### config.mk
export PLATFORM = sky130hd
export DESIGN_NAME = set_operation_engine_top
export DESIGN_NICKNAME = d
export VERILOG_FILES = /design/src/hdl/setop_pkg.sv /design/src/hdl/setop_dp.sv /design/src/hdl/setop_ctrl.sv /design/src/hdl/set_operation_engine_top.sv
export SDC_FILE = /design/constraint.sdc
export NUM_CORES = 1
export LEC_CHECK = 0
export BUFFER_PORTS_ARGS = -buffer_cell sky130_fd_sc_hd__buf_2
export CORE_AREA = 2 2 327 329
export DETAILED_ROUTE_END_ITERATION = 12
export DIE_AREA = 0 0 329 331
export GPL_TIMING_DRIVEN = 0
export PLACE_DENSITY = 0.6
export REMOVE_ABC_BUFFERS = 1
export SYNTH_ARGS = -nofsm -noshare
export SYNTH_HDL_FRONTEND = slang
export SYNTH_SLANG_ARGS = --single-unit
### constraint.sdc
create_clock -name clk -period 5 [get_ports clk]
set_input_delay 0.5 -clock clk [delete_from_list [all_inputs] [get_ports clk]]
set_output_delay 0.5 -clock clk [all_outputs]
set_load 0.005 [all_outputs]
### src/hdl/setop_pkg.sv
// Package with the shared types and constants of the set operation engine.
package setop_pkg;

  localparam int MaxOut = 32;
  localparam int KeptW  = 6;

  localparam logic [2:0] OP_UNION     = 3'd0;
  localparam logic [2:0] OP_INTERSECT = 3'd1;
  localparam logic [2:0] OP_A_MINUS_B = 3'd2;
  localparam logic [2:0] OP_B_MINUS_A = 3'd3;
  localparam logic [2:0] OP_SYM_DIFF  = 3'd4;

  typedef enum logic [2:0] {
    ST_LOAD,
    ST_XREAD,
    ST_XLATCH,
    ST_SCAN,
    ST_DECIDE,
    ST_FINISH
  } setop_state_t;

  typedef struct packed {
    logic store;
    logic run_start;
    logic phase_next;
    logic x_latch;
    logic scan_step;
    logic skip_elem;
    logic keep_elem;
    logic finish;
  } setop_cmd_t;

  typedef struct packed {
    logic op_invalid;
    logic phase_done;
    logic more_phase;
    logic scan_done;
    logic keep;
    logic pend_valid;
    logic out_space;
    logic cut;
  } setop_stat_t;

endpackage

### src/hdl/setop_dp.sv
// Datapath of the set operation engine: set stores, scan counters, compare and output register.
module setop_dp
  import setop_pkg::*;
#(
  parameter int SET_DEPTH = 16
) (
  input  logic               clk,
  input  logic               rst,
  input  logic signed [31:0] element,
  input  logic               to_set_b,
  input  logic               cfg_wr_en,
  input  logic [2:0]         cfg_wr_data,
  input  setop_cmd_t         cmd,
  output setop_stat_t        stat,
  input  logic               out_ready,
  output logic               out_valid,
  output logic signed [31:0] result_element,
  output logic               last_result,
  output logic               empty_set,
  output logic               dropped_input
);

  localparam int CW = $clog2(SET_DEPTH + 1);
  localparam int AW = (SET_DEPTH > 1) ? $clog2(SET_DEPTH) : 1;

  logic [31:0]      mem_a [SET_DEPTH];
  logic [31:0]      mem_b [SET_DEPTH];
  logic [31:0]      rd_a;
  logic [31:0]      rd_b;
  logic [CW-1:0]    count_a;
  logic [CW-1:0]    count_b;
  logic             overflow;
  logic [2:0]       operation;
  logic             phase;
  logic [CW-1:0]    i;
  logic [CW-1:0]    j;
  logic             found;
  logic             cmp_valid;
  logic             pend_valid;
  logic [31:0]      pend;
  logic [31:0]      cur_x;
  logic [KeptW-1:0] kept;

  logic [CW-1:0] nx;
  logic [CW-1:0] ny;
  logic [CW-1:0] ny_eff;
  logic [AW-1:0] addr_a;
  logic [AW-1:0] addr_b;
  logic [31:0]   rd_y;
  logic          j_live;
  logic          want_in;
  logic          wr_a;
  logic          wr_b;
  logic          emit_mid;

  assign nx      = phase ? count_b : count_a;
  assign ny      = phase ? count_a : count_b;
  assign ny_eff  = (!phase && (operation == OP_UNION)) ? '0 : ny;
  assign addr_a  = phase ? j[AW-1:0] : i[AW-1:0];
  assign addr_b  = phase ? i[AW-1:0] : j[AW-1:0];
  assign rd_y    = phase ? rd_a : rd_b;
  assign j_live  = (j < ny_eff);
  assign want_in = (operation == OP_INTERSECT);
  assign wr_a    = cmd.store && !to_set_b && (count_a < CW'(SET_DEPTH));
  assign wr_b    = cmd.store && to_set_b && (count_b < CW'(SET_DEPTH));
  assign emit_mid = cmd.keep_elem && pend_valid;

  always_comb begin
    stat.op_invalid = (operation > OP_SYM_DIFF);
    stat.phase_done = (i >= nx);
    stat.more_phase = !phase && ((operation == OP_UNION) || (operation == OP_SYM_DIFF));
    stat.scan_done  = found || (!cmp_valid && !j_live);
    stat.keep       = (found == want_in);
    stat.pend_valid = pend_valid;
    stat.out_space  = !out_valid || out_ready;
    stat.cut        = (kept == KeptW'(MaxOut - 1));
  end

  always_ff @(posedge clk) begin
    if (wr_a) begin
      mem_a[count_a[AW-1:0]] <= element;
    end
    rd_a <= mem_a[addr_a];
  end

  always_ff @(posedge clk) begin
    if (wr_b) begin
      mem_b[count_b[AW-1:0]] <= element;
    end
    rd_b <= mem_b[addr_b];
  end

  always_ff @(posedge clk) begin
    if (rst) begin
      count_a    <= '0;
      count_b    <= '0;
      overflow   <= 1'b0;
      operation  <= OP_UNION;
      phase      <= 1'b0;
      i          <= '0;
      j          <= '0;
      found      <= 1'b0;
      cmp_valid  <= 1'b0;
      pend_valid <= 1'b0;
      kept       <= '0;
      out_valid  <= 1'b0;
    end else begin
      if (cfg_wr_en) begin
        operation <= cfg_wr_data;
      end
      if (wr_a) begin
        count_a <= count_a + 1'b1;
      end
      if (wr_b) begin
        count_b <= count_b + 1'b1;
      end
      if (cmd.store && !wr_a && !wr_b) begin
        overflow <= 1'b1;
      end
      if (cmd.run_start) begin
        phase      <= (operation == OP_B_MINUS_A);
        i          <= '0;
        pend_valid <= 1'b0;
        kept       <= '0;
      end
      if (cmd.phase_next) begin
        phase <= 1'b1;
        i     <= '0;
      end
      if (cmd.x_latch) begin
        j         <= '0;
        found     <= 1'b0;
        cmp_valid <= 1'b0;
      end
      if (cmd.scan_step) begin
        cmp_valid <= j_live;
        if (j_live) begin
          j <= j + 1'b1;
        end
        if (cmp_valid && (rd_y == cur_x)) begin
          found <= 1'b1;
        end
      end
      if (cmd.skip_elem) begin
        i <= i + 1'b1;
      end
      if (cmd.keep_elem) begin
        pend_valid <= 1'b1;
        kept       <= kept + 1'b1;
        i          <= i + 1'b1;
      end
      if (cmd.finish) begin
        count_a  <= '0;
        count_b  <= '0;
        overflow <= 1'b0;
      end
      if (emit_mid || cmd.finish) begin
        out_valid <= 1'b1;
      end else if (out_ready) begin
        out_valid <= 1'b0;
      end
    end
  end

  always_ff @(posedge clk) begin
    if (cmd.x_latch) begin
      cur_x <= phase ? rd_b : rd_a;
    end
    if (cmd.keep_elem) begin
      pend <= cur_x;
    end
    if (emit_mid) begin
      result_element <= pend;
      last_result    <= 1'b0;
      empty_set      <= 1'b0;
      dropped_input  <= overflow;
    end else if (cmd.finish) begin
      result_element <= pend_valid ? pend : '0;
      last_result    <= 1'b1;
      empty_set      <= !pend_valid;
      dropped_input  <= overflow;
    end
  end

endmodule

### src/hdl/setop_ctrl.sv
// Controller state machine of the set operation engine.
module setop_ctrl
  import setop_pkg::*;
(
  input  logic         clk,
  input  logic         rst,
  input  logic         in_valid,
  output logic         in_ready,
  input  logic         carries_element,
  input  logic         ends_load,
  input  setop_stat_t  stat,
  output setop_cmd_t   cmd
);

  setop_state_t state;
  setop_state_t state_next;
  logic         accept;

  assign accept = in_valid && in_ready;

  always_ff @(posedge clk) begin
    if (rst) begin
      state <= ST_LOAD;
    end else begin
      state <= state_next;
    end
  end

  always_comb begin
    state_next = state;
    cmd        = '0;
    in_ready   = 1'b0;
    case (state)
      ST_LOAD: begin
        in_ready  = 1'b1;
        cmd.store = accept && carries_element;
        if (accept && ends_load) begin
          cmd.run_start = 1'b1;
          state_next    = stat.op_invalid ? ST_FINISH : ST_XREAD;
        end
      end
      ST_XREAD: begin
        if (!stat.phase_done) begin
          state_next = ST_XLATCH;
        end else if (stat.more_phase) begin
          cmd.phase_next = 1'b1;
        end else begin
          state_next = ST_FINISH;
        end
      end
      ST_XLATCH: begin
        cmd.x_latch = 1'b1;
        state_next  = ST_SCAN;
      end
      ST_SCAN: begin
        if (stat.scan_done) begin
          state_next = ST_DECIDE;
        end else begin
          cmd.scan_step = 1'b1;
        end
      end
      ST_DECIDE: begin
        if (!stat.keep) begin
          cmd.skip_elem = 1'b1;
          state_next    = ST_XREAD;
        end else if (!stat.pend_valid || stat.out_space) begin
          cmd.keep_elem = 1'b1;
          state_next    = stat.cut ? ST_FINISH : ST_XREAD;
        end
      end
      ST_FINISH: begin
        if (stat.out_space) begin
          cmd.finish = 1'b1;
          state_next = ST_LOAD;
        end
      end
      default: begin
        state_next = ST_LOAD;
      end
    endcase
  end

endmodule

### src/hdl/set_operation_engine_top.sv
// Top level of the set operation engine: union, intersection and differences of two loaded sets.
// While loading, every request is taken at once; no result comes out until the request marked ends_load.
// Then each tested element is read, latched, scanned against the other set and decided; a match
// ends its scan early. Union and symmetric difference add a second pass with the sets swapped.
// A full output register holds the keep step and the close; one result comes per kept element.
// Reset clears the counts, the drop flag, the operation register (union) and the controller.
module set_operation_engine_top
  import setop_pkg::*;
#(
  parameter int SET_DEPTH = 16
) (
  input  logic               clk,
  input  logic               rst,
  input  logic               in_valid,
  output logic               in_ready,
  input  logic signed [31:0] element,
  input  logic               to_set_b,
  input  logic               carries_element,
  input  logic               ends_load,
  output logic               out_valid,
  input  logic               out_ready,
  output logic signed [31:0] result_element,
  output logic               last_result,
  output logic               empty_set,
  output logic               dropped_input,
  input  logic               cfg_wr_en,
  input  logic [2:0]         cfg_wr_data
);

  setop_cmd_t  cmd;
  setop_stat_t stat;

  setop_ctrl u_ctrl (
    .clk             (clk),
    .rst             (rst),
    .in_valid        (in_valid),
    .in_ready        (in_ready),
    .carries_element (carries_element),
    .ends_load       (ends_load),
    .stat            (stat),
    .cmd             (cmd)
  );

  setop_dp #(
    .SET_DEPTH (SET_DEPTH)
  ) u_dp (
    .clk            (clk),
    .rst            (rst),
    .element        (element),
    .to_set_b       (to_set_b),
    .cfg_wr_en      (cfg_wr_en),
    .cfg_wr_data    (cfg_wr_data),
    .cmd            (cmd),
    .stat           (stat),
    .out_ready      (out_ready),
    .out_valid      (out_valid),
    .result_element (result_element),
    .last_result    (last_result),
    .empty_set      (empty_set),
    .dropped_input  (dropped_input)
  );

  a_end_stops_load: assert property (@(posedge clk) disable iff (rst)
    (in_valid && in_ready && ends_load) |=> !in_ready)
    else $error("input taken right after the closing request");

  a_empty_is_last: assert property (@(posedge clk) disable iff (rst)
    (out_valid && empty_set) |-> (last_result && (result_element == '0)))
    else $error("empty result not marked last or not zero");

  a_mid_while_busy: assert property (@(posedge clk) disable iff (rst)
    (out_valid && !last_result) |-> !in_ready)
    else $error("non-final result pending while loading");

endmodule
==> results of run 1 <==
[Yosys cell counts, drive strengths merged, types with 2 or more instances]
library cell     n  area share (%)
edfxtp        1121              72
a21o             6           0.096
a311oi           4           0.075
xor2            35            0.65
o21a             3           0.048
dfxtp          104             4.4
mux2i           51             1.1
nor2            52            0.42
nor2b            6           0.080
a21oi           20            0.21
nand2          161             1.3
or2              4           0.053
o211ai           3           0.048
xnor2            4           0.091
nor3            16            0.19
o21ai           10            0.11
mux4           256              12
buf             56            0.85
and3             3           0.040
a211oi          67             1.1
a31oi           67            0.89
nor4             2           0.027
nand3           17            0.18
nor3b            6            0.11
nand2b          10            0.13
a41oi            2           0.037
nand3b           2           0.032
or3              4           0.053
ha              20            0.53
clkbuf          64            0.51
mux2            39            0.94
nand4            9            0.12
and2            98             1.3
inv              8           0.064
[worst paths after layout]
| path | start | end | slack (ns) | cells past startpoint |
|---|---|---|---|---|
| setup / recovery | u_dp.phase$_SDFFE_PP0P_ | u_dp.rd_a[4]$_DFF_P_ | 0.75 | 11 |
| hold / removal | cfg_wr_data[2] | u_dp.operation[2]$_SDFFE_PP0P_ | 0.04 | 3 |
| setup reg to reg | u_dp.phase$_SDFFE_PP0P_ | u_dp.rd_a[4]$_DFF_P_ | 0.75 | 11 |
| hold reg to reg | u_dp.overflow$_SDFFE_PP0P_ | u_dp.dropped_input$_DFFE_PP_ | 0.45 | 0 |
[cell type report]
type	count	area, sq um
repair buffers	198	2675
inverters	8	30.03
diodes	3	7.507
clock buffers	156	3228
well taps	1391	1740
clock inverters	68	570.5
fillers	8113	50100
multi-input cells	988	10870
flip-flops and latches	1225	35750
[registers in the layout, indices dropped and copies added (netlist names), 5 cells and up]
| signal | cells |
|---|---|
| u_dp.cur_x | 32 |
| u_dp.rd_a | 32 |
| u_dp.kept | 6 |
| u_dp.mem_b | 512 |
| u_dp.result_element | 32 |
| u_dp.count_a | 5 |
| u_dp.pend | 32 |
| u_dp.rd_b | 32 |
| u_dp.mem_a | 512 |
| u_dp.j | 5 |
| u_dp.i | 5 |
| u_dp.count_b | 5 |
[stage by stage]
| stage | std cells | hold slack, ns | area, sq um |
|---|---|---|---|
| CTS | 4034 | 0.004583 | 54870 |
| global placement | 3691 | 0.4412 | 48450 |
| floorplan | 2221 | 0.4090 | 46310 |
| finish | 4037 | 0.03790 | 54870 |
| detailed placement | 3810 | 0.4413 | 51070 |
| global route | 4035 | 0.03627 | 54870 |
[report_power, final]
group / total, uW / switching [uW] / internal, uW
Clock: 8730 / 3810 / 4910
Combinational: 1460 / 750 / 710
Sequential: 11600 / 181 / 11400
[routing by layer]
layer  part of all wire [%]  track usage [%]
met1                     45            30.14
met2                     47            32.25
met3                    5.2            3.076
met4                    3.1            6.442
met5                      0                0
[critical path, delay by kind of cell, from the launching register on]
| kind | cells | cell delay, ns |
|---|---|---|
| buffers and inverters | 6 | 1.41 |
| muxes | 2 | 1.16 |
| DFF | 1 | 0.93 |
| AOI/OAI and AO/OA | 2 | 0.33 |
| and+or+nand+nor | 1 | 0.18 |
[kinds of logic after synthesis]
group,after synthesis,share of synthesized area [%]
compound gates,189,2.742
fa+ha+maj,20,0.5330
buf+inv,128,1.423
flops,1225,76.13
mux,346,14.30
xor+xnor,39,0.7435
simple gates,394,4.125
==> results.cfg, run 1 <==
[placement]
gp_routability_congestion = 0.7833
post-dp-hpwl_mm = 72.91
numPortBuffers = 79
post-place-ws_ns = 0.6799

[floorplanning]
coreArea_sq_um = 105000
floorplan.die.height_um = 331
dieWidth_um = 329
floorplan.io_pins = 80
floorplan.rows = 119
floorplan.die_area_sq_um = 108900
initial_standard_cell_utilization_of_the_core_pct = 44.73

[setup_path]
worstPathArrival_ns = 4.81
crit_path_top_delay_cell = sky130_fd_sc_hd__dfxtp_4
required_time_of_the_critical_path_ns = 5.56
crit_path_max_incr_delay_ns = 0.93
cpMostUsedCell = sky130_fd_sc_hd__buf_12
worstSetupStartpointType = register
critical_path_class = reg -> reg
timing.critical_path.to_type = register
path_cells = buf_16, mux2i_4, buf_12, buf_12, buf_16, buf_12, buf_12, mux4_2, and2_1, a211oi_1, a31oi_1
worstPathMaxFanout = 47

[logic_synthesis]
synthesized_area_sq_um = 46950
yosys_register_bits = 1225
synthFlopType = sky130_fd_sc_hd__edfxtp_1
ys_warnings = 0
async_reset_ff_share_pct = 0
post_synth.cell_area_avg_sq_um = 20.06
synth_sequential_area_ratio_pct = 76.13
netlist-cell-type-count = 57
netlist_instances = 2341
count_of_flip_flops_with_a_built_in_enable_after_synthesis = 1121

[pwr]
power_density_nw_per_um2 = 396.7
p_leak_uw = 0.01794
vdd_ir_drop_max_v = 0.0003002
power.total_uw = 21770

[drt]
total_iterations_of_the_first_detailed_routing_run = 5
routed_wl_mm = 111.3
route.antenna.remaining_nets = 0
routed_wire_length_per_instance_um = 27.57
vias_per_cell = 5.739
drc = 0
drt-initial-drc-count = 2413
num_vias = 23170

[clocking]
cts_repair_resize_count = 0
maximum_count_of_clock_buffers_along_a_single_path = 3
cts.clk_slew.worst_paths_ns = 0.06
postCtsSetupBuffers = 0
cts-root-buf = sky130_fd_sc_hd__clkbuf_16
worstSkewPairLatency_ns = 0.71
cts.sinks = 1225
clock_tree.htree_level_count = 3
cts_hold_buffers = 0
cts_tree = done
cts_buffers = 119

[global_route]
globalRouteTotalUtil_pct = 20.62
vias_in_the_first_global_route = 23680
grt_max_degree = 50
first_pass_grt_wire_length_mm = 161.9
grt_remaining_overflow = 0
antenna_found_initial = 5

[sta]
skew_ns = 0.03170
timing_max_transition_violations_final = 0
finalCritPeriodShare_pct = 85.05
max-slew-margin-rel_pct = 29.12
setup_ws_ns = 0.7477
finalHoldViolations = 0
rsz0062_at_grt = no
final-setup-viol-count = 0
layout_min_cycle_time_ns = 4.252
highest_achievable_clock_rate_mhz = 235.2
worst_slew_pin_slew_ns = 1.041
fin_tns_setup_ns = 0

[final_layout]
flow.area_growth_from_synthesis_pct = 16.87
final_common_cell = sky130_fd_sc_hd__edfxtp_1
layout_cells_sized_above_1_pct = 27.32
num-nets-final = 2603
layout_common_cells = 1121 x sky130_fd_sc_hd__edfxtp_1, 256 x sky130_fd_sc_hd__mux4_2, 159 x sky130_fd_sc_hd__nand2_1, 120 x sky130_fd_sc_hd__clkbuf_16, 102 x sky130_fd_sc_hd__dfxtp_1
postLayoutCoreUtil_pct = 52.28

[status]
run_status = finished clean

[min_path]
min_delay_path_class = in -> reg

[job]
cap_violations = 0
No activity file was read; power rests on OpenSTA's default activity.
==> inputs of run 2 (changes only) <==
--- a/config.mk
+++ b/config.mk
@@ -6,11 +6,13 @@
 export NUM_CORES = 1
 export LEC_CHECK = 0
 export BUFFER_PORTS_ARGS = -buffer_cell sky130_fd_sc_hd__buf_2
+export CELL_PAD_IN_SITES_DETAIL_PLACEMENT = 0
+export CELL_PAD_IN_SITES_GLOBAL_PLACEMENT = 1
 export CORE_AREA = 2 2 327 329
 export DETAILED_ROUTE_END_ITERATION = 12
 export DIE_AREA = 0 0 329 331
 export GPL_TIMING_DRIVEN = 0
-export PLACE_DENSITY = 0.6
+export PLACE_DENSITY = 0.66
 export REMOVE_ABC_BUFFERS = 1
 export SYNTH_ARGS = -nofsm -noshare
 export SYNTH_HDL_FRONTEND = slang
==> run 2 against run 1 <==
Clock power is 9.9% higher. Flip-flop and latch count stayed put. Non-clock buffer count is 5 higher. Global-route usage is 0.23 points higher. Final cell count is 0.27% higher. Via count is 0.38% higher. Total power is 4.0% higher. First-iteration DRC count is 5.0% lower. Sequential share of layout area is 0.62 points lower. Worst hold slack better by 0.031 ns. Register-to-register slack better by 0.12 ns.
==> results.cfg, run 2 (synthesis results as in run 1) <==
[drt]
drc = 0
route.antenna.remaining_nets = 0
num_vias = 23260
routed_wl_mm = 112.2
total_iterations_of_the_first_detailed_routing_run = 5
drt-initial-drc-count = 2293
vias_per_cell = 5.745
routed_wire_length_per_instance_um = 27.72

[sta]
rsz0062_at_grt = no
layout_min_cycle_time_ns = 4.133
timing_max_transition_violations_final = 0
finalHoldViolations = 0
worst_slew_pin_slew_ns = 1.076
max-slew-margin-rel_pct = 28.27
finalCritPeriodShare_pct = 82.66
setup_ws_ns = 0.8668
highest_achievable_clock_rate_mhz = 241.9
final-setup-viol-count = 0
skew_ns = 0.04376

[floorplanning]
floorplan.die.height_um = 331
floorplan.rows = 119
coreArea_sq_um = 105000
dieWidth_um = 329
floorplan.die_area_sq_um = 108900
initial_standard_cell_utilization_of_the_core_pct = 44.73
floorplan.io_pins = 80

[setup_path]
path_cells = buf_16, mux2i_4, buf_12, buf_12, buf_16, buf_12, mux4_2, and2_1, a211oi_1, a31oi_1
worstSetupStartpointType = register
worstPathArrival_ns = 4.71
path_delay_family = multiplexers
critical_path_class = reg -> reg
worstPathMaxFanout = 46
timing.critical_path.to_type = register
combined_buffer_and_inverter_count_along_the_critical_path = 5
cpMostUsedCell = sky130_fd_sc_hd__buf_12
regToRegSetupSlack_ns = 0.87
crit_path_max_incr_delay_ns = 0.85
crit_path_top_delay_cell = sky130_fd_sc_hd__dfxtp_4
required_time_of_the_critical_path_ns = 5.58

[status]
run_status = finished clean

[clocking]
cts.sinks = 1225
cts.clk_slew.worst_paths_ns = 0.06
cts_buffers = 121
clock_tree.htree_level_count = 3
postCtsSetupBuffers = 0
cts_repair_resize_count = 0
maximum_count_of_clock_buffers_along_a_single_path = 3
cts_tree = done
cts-root-buf = sky130_fd_sc_hd__clkbuf_16
worstSkewPairLatency_ns = 0.73
cts_hold_buffers = 0

[global_route]
first_pass_grt_wire_length_mm = 162.9
globalRouteTotalUtil_pct = 20.85
grt_remaining_overflow = 0
vias_in_the_first_global_route = 23760
grt_max_degree = 47
antenna_found_initial = 8

[final_layout]
num-nets-final = 2610
flow.area_growth_from_synthesis_pct = 17.99
postLayoutCoreUtil_pct = 52.77
layout_cells_sized_above_1_pct = 28.20
layout_common_cells = 1121 x sky130_fd_sc_hd__edfxtp_1, 256 x sky130_fd_sc_hd__mux4_2, 159 x sky130_fd_sc_hd__nand2_1, 123 x sky130_fd_sc_hd__clkbuf_16, 102 x sky130_fd_sc_hd__dfxtp_1
final_common_cell = sky130_fd_sc_hd__edfxtp_1

[job]
cap_violations = 0

[placement]
post-place-ws_ns = 0.7436
post-dp-hpwl_mm = 72.95
numPortBuffers = 79
gp_routability_congestion = 0.7267

[pwr]
power_density_nw_per_um2 = 408.7
p_leak_uw = 0.01816
vdd_ir_drop_max_v = 0.0003149

[min_path]
min_delay_path_class = in -> reg
run 2: changes by cell type in the layout (fill, tap and decap cells not counted), sizes merged:
cell,previous run,this run
clkinv,54,41
diode,3,1
bufinv,7,19
inv,14,13
clkinvlp,1,11
buf,198,203
run 2: metrics by stage:
step	power [uW]	cell area (sq um)	TNS, ns	cells	hold slack, ns
after CTS	22830	55390	0	4047	0.02876
after global placement	13450	48450	-2722.03	3691	0.4483
after floorplan	12840	46310	-689.19	2221	0.4090
after global routing	23340	55390	0	4047	0.06387
after detailed placement	13280	51110	0	3815	0.4540
final	22640	55400	0	4048	0.06879
run 2: metal layers:
layer	global-route usage, %	part of all wire [%]	wire length, um
met5	0	0	0
met4	6.800	3.1	3489
met3	3.070	6.3	7074
met2	32.52	46	52100
met1	30.46	44	49540
run 2: cell type report:
type	instances	area, sq um
fill	8109	49570
sequential	1225	35750
multi-input combinational	988	10870
clock buffer	156	3312
timing repair buffer	203	2716
tap	1391	1740
clock inverter	76	973.4
inverter	8	30.03
antenna	1	2.502
run 2: report_power, final:
part	internal [uW]	switching, uW
registers	11400	192
logic	709	747
clock network	5680	3910
total	17800	4850
run 2: tightest hold or removal path, delay by kind of cell:
kind                   cells  cell delay, ns
AND/OR/NAND/NOR            1            0.07
multiplexers               1            0.06
buffers and inverters      1            0.08
run 2: final timing paths:
path | start | depth (start not counted) | to
setup reg to reg | u_dp.phase$_SDFFE_PP0P_ | 10 | u_dp.rd_a[5]$_DFF_P_
setup / recovery | u_dp.phase$_SDFFE_PP0P_ | 10 | u_dp.rd_a[5]$_DFF_P_
hold / removal | cfg_wr_data[2] | 3 | u_dp.operation[2]$_SDFFE_PP0P_
hold reg to reg | u_dp.cur_x[26]$_DFFE_PP_ | 0 | u_dp.pend[26]$_DFFE_PP_
